File: config.mk
export PLATFORM = sky130hd
export DESIGN_NAME = length_prefixed_packet_deframer_core
export DESIGN_NICKNAME = d
export VERILOG_FILES = /design/src/sv/lppd_pkg.sv /design/src/sv/length_prefixed_packet_deframer_core.sv /design/src/sv/lppd_cfg.sv /design/src/sv/lppd_in_stage.sv /design/src/sv/lppd_parser.sv
export SDC_FILE = /design/constraint.sdc
export NUM_CORES = 1
export LEC_CHECK = 0
export BUFFER_PORTS_ARGS = -buffer_cell sky130_fd_sc_hd__buf_2
export CORE_AREA = 2 2 201 203
export DETAILED_ROUTE_END_ITERATION = 10
export DIE_AREA = 0 0 203 205
export PLACE_DENSITY = 0.61
export SYNTH_ARGS = -nofsm -noshare
export SYNTH_HDL_FRONTEND = slang
export SYNTH_SLANG_ARGS = --single-unit
File: constraint.sdc
create_clock -name clk -period 13.4 [get_ports clk]
set_input_delay 3.35 -clock clk [delete_from_list [all_inputs] [get_ports clk]]
set_output_delay 3.35 -clock clk [all_outputs]
set_load 0.01 [all_outputs]
File: src/sv/lppd_pkg.sv
// Package for the length-prefixed packet deframer: payload structs, codes, config.
// No dependencies.
`timescale 1ns / 1ps

package lppd_pkg;

    localparam int unsigned HeaderBytes = 8;
    localparam int unsigned WordBytes   = 4;
    localparam int unsigned CfgAddrW    = 3;

    typedef enum logic [2:0] {
        K_HEADER     = 3'd0,
        K_PAYLOAD    = 3'd1,
        K_DISCONNECT = 3'd2,
        K_BAD_MARK   = 3'd3,
        K_OVERSIZE   = 3'd4
    } kind_t;

    typedef enum logic [2:0] {
        PH_MARK    = 3'd0,
        PH_LENGTH  = 3'd1,
        PH_TYPE    = 3'd2,
        PH_PAYLOAD = 3'd3,
        PH_HALT    = 3'd4
    } phase_t;

    typedef enum logic {
        CMD_DATA       = 1'b0,
        CMD_DISCONNECT = 1'b1
    } cmd_t;

    typedef enum logic {
        REG_MARK    = 1'b0,
        REG_MAX_LEN = 1'b1
    } reg_idx_t;

    localparam logic [31:0] MarkReset   = 32'd0;
    localparam logic [31:0] MaxLenReset = 32'd65536;

    typedef struct packed {
        logic       command;
        logic [7:0] data_byte;
    } in_item_t;

    typedef struct packed {
        kind_t       kind;
        logic [31:0] packet_type;
        logic [31:0] data_length;
        logic [7:0]  payload_byte;
        logic        last;
    } out_item_t;

    typedef struct packed {
        logic [31:0] mark;
        logic [31:0] max_len;
    } cfg_t;

endpackage

File: src/sv/length_prefixed_packet_deframer_core.sv
// Path: an accepted transfer waits in the input register until the result
// register is free, then is decoded into it. Throughput: one input transfer
// per cycle unless out_ready stalls; the parser decodes one byte per cycle.
// Reset: rst_n asynchronous, active low; clears both pipeline stages, the parser
// state (awaiting byte-order mark) and the registers (mark 0, max length 65536).
`timescale 1ns / 1ps

module length_prefixed_packet_deframer_core (
    input  logic                            clk,
    input  logic                            rst_n,
    input  logic                            in_valid,
    output logic                            in_ready,
    input  lppd_pkg::in_item_t              in_data,
    output logic                            out_valid,
    input  logic                            out_ready,
    output lppd_pkg::out_item_t             out_data,
    input  logic                            psel,
    input  logic                            penable,
    input  logic                            pwrite,
    input  logic [lppd_pkg::CfgAddrW-1:0]   paddr,
    input  logic [31:0]                     pwdata,
    output logic [31:0]                     prdata,
    output logic                            pready
);
    import lppd_pkg::*;

    cfg_t      cfg;
    in_item_t  item;
    logic      item_valid;
    logic      take;
    logic      out_free;
    logic      res_valid;
    out_item_t res;
    logic      out_valid_reg, out_valid_next;
    out_item_t out_data_reg;

    lppd_cfg u_cfg (
        .clk     (clk),
        .rst_n   (rst_n),
        .psel    (psel),
        .penable (penable),
        .pwrite  (pwrite),
        .paddr   (paddr),
        .pwdata  (pwdata),
        .prdata  (prdata),
        .pready  (pready),
        .cfg     (cfg)
    );

    lppd_in_stage u_in (
        .clk        (clk),
        .rst_n      (rst_n),
        .in_valid   (in_valid),
        .in_ready   (in_ready),
        .in_data    (in_data),
        .take       (take),
        .item_valid (item_valid),
        .item       (item)
    );

    lppd_parser u_parser (
        .clk       (clk),
        .rst_n     (rst_n),
        .step      (take),
        .item      (item),
        .cfg       (cfg),
        .res_valid (res_valid),
        .res       (res)
    );

    assign out_free = !out_valid_reg || out_ready;
    assign take     = item_valid && out_free;

    always_comb
    begin
        out_valid_next = out_valid_reg;
        if (take)
            out_valid_next = res_valid;
        else if (out_ready)
            out_valid_next = 1'b0;
    end

    always_ff @(posedge clk or negedge rst_n)
    begin
        if (!rst_n)
            out_valid_reg <= 1'b0;
        else
            out_valid_reg <= out_valid_next;
    end

    always_ff @(posedge clk)
    begin
        if (take && res_valid)
            out_data_reg <= res;
    end

    assign out_valid = out_valid_reg;
    assign out_data  = out_data_reg;

endmodule

File: src/sv/lppd_cfg.sv
// APB-style register file: byte-order mark and maximum packet length.
// Depends on lppd_pkg.
`timescale 1ns / 1ps

module lppd_cfg (
    input  logic                            clk,
    input  logic                            rst_n,
    input  logic                            psel,
    input  logic                            penable,
    input  logic                            pwrite,
    input  logic [lppd_pkg::CfgAddrW-1:0]   paddr,
    input  logic [31:0]                     pwdata,
    output logic [31:0]                     prdata,
    output logic                            pready,
    output lppd_pkg::cfg_t                  cfg
);
    import lppd_pkg::*;

    logic [31:0] mark_reg;
    logic [31:0] max_len_reg;
    logic        wr_en;
    reg_idx_t    idx;

    assign pready = 1'b1;
    assign wr_en  = psel && penable && pwrite;
    assign idx    = reg_idx_t'(paddr[2]);

    always_ff @(posedge clk or negedge rst_n)
    begin
        if (!rst_n)
        begin
            mark_reg    <= MarkReset;
            max_len_reg <= MaxLenReset;
        end
        else if (wr_en)
        begin
            case (idx)
                REG_MARK:    mark_reg    <= pwdata;
                REG_MAX_LEN: max_len_reg <= pwdata;
                default:     mark_reg    <= mark_reg;
            endcase
        end
    end

    always_comb
    begin
        case (idx)
            REG_MARK:    prdata = mark_reg;
            REG_MAX_LEN: prdata = max_len_reg;
            default:     prdata = '0;
        endcase
    end

    assign cfg.mark    = mark_reg;
    assign cfg.max_len = max_len_reg;

endmodule

File: src/sv/lppd_in_stage.sv
// Input register: holds one accepted transfer until the parser takes it.
// Depends on lppd_pkg.
`timescale 1ns / 1ps

module lppd_in_stage (
    input  logic               clk,
    input  logic               rst_n,
    input  logic               in_valid,
    output logic               in_ready,
    input  lppd_pkg::in_item_t in_data,
    input  logic               take,
    output logic               item_valid,
    output lppd_pkg::in_item_t item
);
    import lppd_pkg::*;

    logic     valid_reg;
    logic     valid_next;
    in_item_t data_reg;

    assign in_ready   = !valid_reg || take;
    assign item_valid = valid_reg;
    assign item       = data_reg;

    always_comb
    begin
        valid_next = valid_reg;
        if (in_valid && in_ready)
            valid_next = 1'b1;
        else if (take)
            valid_next = 1'b0;
    end

    always_ff @(posedge clk or negedge rst_n)
    begin
        if (!rst_n)
            valid_reg <= 1'b0;
        else
            valid_reg <= valid_next;
    end

    always_ff @(posedge clk)
    begin
        if (in_valid && in_ready)
            data_reg <= in_data;
    end

endmodule

File: src/sv/lppd_parser.sv
// Deframing state machine: mark check, header word assembly, payload count.
// Depends on lppd_pkg.
`timescale 1ns / 1ps

module lppd_parser (
    input  logic                clk,
    input  logic                rst_n,
    input  logic                step,
    input  lppd_pkg::in_item_t  item,
    input  lppd_pkg::cfg_t      cfg,
    output logic                res_valid,
    output lppd_pkg::out_item_t res
);
    import lppd_pkg::*;

    phase_t      phase_reg,   phase_next;
    logic [1:0]  biw_reg,     biw_next;
    logic [31:0] shift_reg,   shift_next;
    logic [31:0] len_reg,     len_next;
    logic [31:0] type_reg,    type_next;
    logic [31:0] rem_reg,     rem_next;
    logic [31:0] word;
    logic        word_done;
    logic        oversize;

    assign word      = {shift_reg[23:0], item.data_byte};
    assign word_done = (biw_reg == 2'(WordBytes - 1));
    assign oversize  = ({1'b0, word} + 33'(HeaderBytes)) > {1'b0, cfg.max_len};

    always_comb
    begin
        phase_next = phase_reg;
        biw_next   = biw_reg;
        shift_next = shift_reg;
        len_next   = len_reg;
        type_next  = type_reg;
        rem_next   = rem_reg;
        res_valid  = 1'b0;
        res        = '0;
        res.kind   = K_HEADER;

        if (step)
        begin
            if (cmd_t'(item.command) == CMD_DISCONNECT)
            begin
                phase_next = PH_MARK;
                biw_next   = '0;
                shift_next = '0;
                len_next   = '0;
                type_next  = '0;
                rem_next   = '0;
                res_valid  = 1'b1;
                res.kind   = K_DISCONNECT;
                res.last   = 1'b1;
            end
            else
            begin
                case (phase_reg)
                    PH_HALT:
                    begin
                        phase_next = PH_HALT;
                    end
                    PH_PAYLOAD:
                    begin
                        rem_next         = rem_reg - 32'd1;
                        res_valid        = 1'b1;
                        res.kind         = K_PAYLOAD;
                        res.packet_type  = type_reg;
                        res.data_length  = len_reg;
                        res.payload_byte = item.data_byte;
                        res.last         = (rem_reg == 32'd1);
                        if (rem_reg == 32'd1)
                            phase_next = PH_LENGTH;
                    end
                    PH_MARK, PH_LENGTH, PH_TYPE:
                    begin
                        biw_next = biw_reg + 2'd1;
                        if (!word_done)
                            shift_next = word;
                        else
                        begin
                            shift_next = '0;
                            case (phase_reg)
                                PH_MARK:
                                begin
                                    if (word != cfg.mark)
                                    begin
                                        phase_next = PH_HALT;
                                        res_valid  = 1'b1;
                                        res.kind   = K_BAD_MARK;
                                    end
                                    else
                                        phase_next = PH_LENGTH;
                                end
                                PH_LENGTH:
                                begin
                                    len_next = word;
                                    if (oversize)
                                    begin
                                        phase_next      = PH_HALT;
                                        res_valid       = 1'b1;
                                        res.kind        = K_OVERSIZE;
                                        res.data_length = word;
                                    end
                                    else
                                        phase_next = PH_TYPE;
                                end
                                default:
                                begin
                                    type_next       = word;
                                    res_valid       = 1'b1;
                                    res.kind        = K_HEADER;
                                    res.packet_type = word;
                                    res.data_length = len_reg;
                                    if (len_reg == 32'd0)
                                    begin
                                        phase_next = PH_LENGTH;
                                        res.last   = 1'b1;
                                    end
                                    else
                                    begin
                                        rem_next   = len_reg;
                                        phase_next = PH_PAYLOAD;
                                    end
                                end
                            endcase
                        end
                    end
                    default:
                    begin
                        phase_next = PH_HALT;
                    end
                endcase
            end
        end
    end

    always_ff @(posedge clk or negedge rst_n)
    begin
        if (!rst_n)
        begin
            phase_reg <= PH_MARK;
            biw_reg   <= '0;
            shift_reg <= '0;
            len_reg   <= '0;
            type_reg  <= '0;
            rem_reg   <= '0;
        end
        else
        begin
            phase_reg <= phase_next;
            biw_reg   <= biw_next;
            shift_reg <= shift_next;
            len_reg   <= len_next;
            type_reg  <= type_next;
            rem_reg   <= rem_next;
        end
    end

endmodule

# Word-level counts from Yosys, hierarchy flattened
# Cells that the tools add are included.
# Widths: inputs -> output; s select.
dict set report op_classes {
  n_eq_ne 11
  bitwise_logic 3
  add_sub_neg 3
  order_cmp 1
  mux 52
  n_reduce_logical 28
}
# cell count
set ops {}
lappend ops {{$mux 32} 14}
lappend ops {{$pmux 32 s2} 3}
lappend ops {{$pmux 67 s2} 1}
lappend ops {{$mux 24} 3}
lappend ops {{$mux 67} 1}
lappend ops {{$add 32x4->33 const B} 1}
lappend ops {{$gt 33x32->1} 1}
lappend ops {{$eq 32x1->1 const B} 1}
lappend ops {{$logic_not 32->1} 1}
lappend ops {{$ne 32x32->1} 1}
lappend ops {{$sub 32x1->32 const B} 1}
lappend ops {{$mux 3} 6}
lappend ops {{$pmux 3 s2} 3}
lappend ops {{$mux 1} 13}
lappend ops {{$mux 2} 5}
lappend ops {{$reduce_bool 2->1} 5}
lappend ops {{$reduce_and 4->1} 2}
lappend ops {{$eq 3x2->1 const B} 2}
lappend ops {{$ne 3x2->1 const B} 2}
lappend ops {{$ne 3x3->1 const B} 2}
lappend ops {{$pmux 1 s2} 3}
lappend ops {{$reduce_and 2->1} 3}
lappend ops {{$reduce_or 3->1} 2}
lappend ops {{$logic_and 1x1->1} 5}
lappend ops {{other kinds (12)} 17}
dict set report word_totals {
  ff_bits 276
  output_inout_bits 111
  wordCells 116
}

# Longest topological paths before layout
dict set report depth {
  depth_word 9
  depth_mapped 17
  mapped_depth_nobuf 16
}

# Modules after synthesis
# Synthesis repeated with hierarchy kept, for this count alone.
dict set report hier_totals {
  cells_unflattened 1272
  area_unflattened_um2 14146.1
}
# mod cells_each n_inst area_per_inst_um2 seq_area_each_um2
set by_module_without_submodules {}
lappend by_module_without_submodules {lppd_parser 1003 1 8558.2 3128.0}
lappend by_module_without_submodules {lppd_cfg 174 1 2912.8 1602.8}
lappend by_module_without_submodules {length_prefixed_packet_deframer_core 82 1 2351.0 2307.2}
lappend by_module_without_submodules {lppd_in_stage 13 1 324.1 295.3}

# Worst setup path after synthesis
# OpenSTA, ideal clock, no wires.
dict set report synth_timing {
  path_kind {input -> register}
  from {in out_ready}
  to {reg out_data_reg, in the netlist out_data[0] (enable)}
  arrival_ns 7.722
  t_required_ns 12.846
  setup_slack_ns 5.124
  setup_time_ns 0.554
  cell_stages 5
  n_path_buf 1
  cell_sequence {nand2b_1 > and2_1 > clkbuf_1 > nand2_1 > a41oi_1}
}
dict set report synth_between {
  elab_chain_cells 4
}
# item line_no
set synth_lines {}
lappend synth_lines {{from (decl)} length_prefixed_packet_deframer_core.sv:15} ;# input logic out_ready,
lappend synth_lines {{$logic_or 1x1->1 (*)} length_prefixed_packet_deframer_core.sv:71} ;# assign out_free = !out_valid_reg || out_ready;
lappend synth_lines {{$logic_and 1x1->1 (*)} length_prefixed_packet_deframer_core.sv:72} ;# assign take = item_valid && out_free;
lappend synth_lines {{$mux 1} lppd_parser.sv:42} ;# if (step)
lappend synth_lines {{$logic_and 1x1->1 (*)} length_prefixed_packet_deframer_core.sv:93} ;# if (take && res_valid)
lappend synth_lines {{to (signal assigned)} length_prefixed_packet_deframer_core.sv:94} ;# out_data_reg <= res;
lappend synth_lines {{to (decl)} length_prefixed_packet_deframer_core.sv:35} ;# out_item_t out_data_reg;
# Mark *: on every way between the ends. The rest lies on a longest branch, timed or not.
# A chain may end at the register's enable or synchronous reset.

# Final worst setup path
dict set report layout_timing {
  from {in paddr[2] (netlist bit)}
  to {out prdata[21]}
}
dict set report layout_between {
  elab_chain_cells 2
}
# item line_no
set layout_lines {}
lappend layout_lines {{from (decl)} length_prefixed_packet_deframer_core.sv:20} ;# input logic [lppd_pkg::CfgAddrW-1:0] paddr,
lappend layout_lines {{$not 1->1 (no source line)} --}
lappend layout_lines {{$pmux 32 s2 (*)} lppd_cfg.sv:47} ;# case (idx)
lappend layout_lines {{to (decl)} length_prefixed_packet_deframer_core.sv:22} ;# output logic [31:0] prdata,
# Marked as above.

==> metrics <==
placed cells between 1,500 and 2,000; CP endpoint kind output port; Setup Crit Path Kind primary input to output port; leading area contributor after synthesis dfrtp_1; layout cell share with drive strength beyond 1 0.2342; TNS Setup 0 ps; CTS Buf Count 34; number of max-cap violations 0; Die Wd ~200 um; Clock Latency Late Sink slightly above 500 ps; worst-path maximum fanout 34; DR pass1 iterations 5; Fmax 0.1262 GHz; Main synth FF type dfrtp_1; top cell type's share of synthesized area 0.3466; R2R cell count 13; synth top area cells dfrtp_1, edfxtp_1, mux2_2, nand2_1, o21ai_0; first-pass GRT wire length approximately 60 mm; top-count cell post-synth nand2_1; Post-DRT Antenna Nets 0; Die H roughly 200 um; I/O pin count about 160; period utilization 0.5915; Commonest cells post-synth nand2_1, dfrtp_1, o21ai_0; Core Area approximately 39,000 um^2; Worst Hold Slack ~480 ps; Worst Path Required between 10,000 and 15,000 ps; I/O Buffers 158; DRT iter0 DRCs roughly 690; crit path launch paddr[2]; Routed WL per cell roughly 19 um; Syn Inst Count 1,322; number of fill cells just under 4,000; ANT cells 0; cts repair resizes 0; EDFF count, synth 85; FP Rows 73; die area roughly 42,000 um^2; relative slew slack 0.3025; FF-to-FF End out_data[37]; total gr overflow 0; GRT Resource Usage Total 0.1800; post-CTS setup buffers 0; CTS Sinks around 280; starting density of the core 0.3485; DR vias/cell around 5.2; Worst setup SP type primary input; Final setup viols 0; Final Max Tran Viols 0; vias in the first global route between 10,000 and 15,000; P_leak roughly 6.8 nW; pin count of the biggest net entering global routing 92; Mapped Area about 14,000 um^2; CTS tree done; Syn Area/Cell around 10 um^2; CP endpoint prdata[21]; maximum VDD drop ~0.00011 V; Placer Congestion 0.9411; Total Routed Length roughly 37 mm; YS warnings 0; R2R Setup Slk ~8300 ps; CTS max path bufs 3; synthesized flop and latch total between 200 and 300; clock skew 13.23 ps; final hold violation count 0; pwr dens between 150 and 200 nW/um^2; htree depth 2; ys async rst share 0.6920; Non-Filler Instances between 1,500 and 2,000; unrepaired setup endpoints after global routing no; slew at the pin closest to its max-slew limit around 1000 ps; Reg clk slew, reported paths 50 ps; status completed; root buffer cell clkbuf_16; WP data arrival 4580 ps; sequential share of the synthesized area 0.5345; # hold bufs at CTS 0; initial antenna violation count 1; PnR Total Power roughly 2.7 mW; min-delay worst type flip-flop to flip-flop; max reg flops 76; Area growth syn-to-layout 16.66%; minimum clock period about 8000 ps; Post-Syn Nets around 1,400; vias 10,360; DRC Markers 0; final net count ~1,500; Critical R2R Launch u_in.item[4]; post-synth cell types between 60 and 70; hpwl dp roughly 26 mm
[cell type report]
type	instances	area, um^2	area share
multi-input combinational	903	5841	0.3649
timing repair buffer	172	902.1	0.05636
clock inverter	10	78.83	0.004925
tap	525	656.9	0.04104
clock buffer	50	1025	0.06402
sequential	276	7333	0.4582
inverter	45	168.9	0.01055
[through the flow]
step	utilization	worst slack (ps)	instance area [um^2]
2_1_floorplan	-	5124	13720
3_3_place_gp	0.3785	5461	14900
3_5_place_dp	0.3785	5446	14900
4_1_cts	0.4066	5437	16010
5_1_grt	0.4066	5400	16010
6_report	0.4066	5474	16010
[worst min path at each step]
stage,start,endpoint,slack [ps],depth (start not counted)
after floorplan,u_parser.type_reg[10],u_parser.type_reg[10],450,2
after global placement,u_parser.type_reg[10],u_parser.type_reg[10],460,2
after detailed placement,u_parser.type_reg[28],u_parser.type_reg[28],470,2
after CTS,u_parser.type_reg[10],u_parser.type_reg[10],480,2
after global routing,u_parser.type_reg[22],u_parser.type_reg[22],500,2
final,u_parser.type_reg[23],u_parser.type_reg[23],480,2
[routing by layer]
layer / GRT usage / share of wire / vias up
met5: 0 / 0 / -
met4: 0.05057 / 0.022 / 0
met3: 0.02657 / 0.049 / 66
met2: 0.2950 / 0.47 / 263
met1: 0.2485 / 0.46 / 5110
li1: - / - / 4923
[layout by cell type, fill, tap and decap left out, drive strengths merged, types with 7 or more instances in the layout]
| master | n |
|---|---|
| clkbuf | 50 |
| xnor2 | 50 |
| nand2b | 7 |
| nand4 | 24 |
| edfxtp | 85 |
| nor3 | 20 |
| a21oi | 43 |
| nand3 | 21 |
| xor2 | 9 |
| o21ai | 185 |
| nor4 | 19 |
| a22oi | 9 |
| a22o | 38 |
| buf | 172 |
| mux2 | 96 |
| nand2 | 213 |
| a32oi | 11 |
| ha | 36 |
| inv | 44 |
| and3 | 8 |
| nor2 | 50 |
| clkinv | 10 |
| and2 | 12 |
| dfrtp | 190 |
[cells by family (layout without fill, tap and decap cells)]
family,count (synthesis),in the layout,synth area share
other,1,1,0.0002733
flip-flops,276,276,0.5345
adder cells (fa/ha/maj),36,36,0.03283
buffers and inverters,143,277,0.04368
XOR/XNOR,59,59,0.03767
multiplexers,97,97,0.07953
AO/OA/AOI/OAI,315,315,0.1369
AND/OR/NAND/NOR,395,395,0.1346
[worst max-delay path, cell delays in order]
cell	delay (ps)
buf_2	640
mux2_2	420
buf_2	150
[where the power goes]
group          internal [mW]  switching (mW)
sequential              1.01           0.167
combinational          0.262           0.390
clock                  0.549           0.348
No activity file was read; power rests on OpenSTA's default activity.
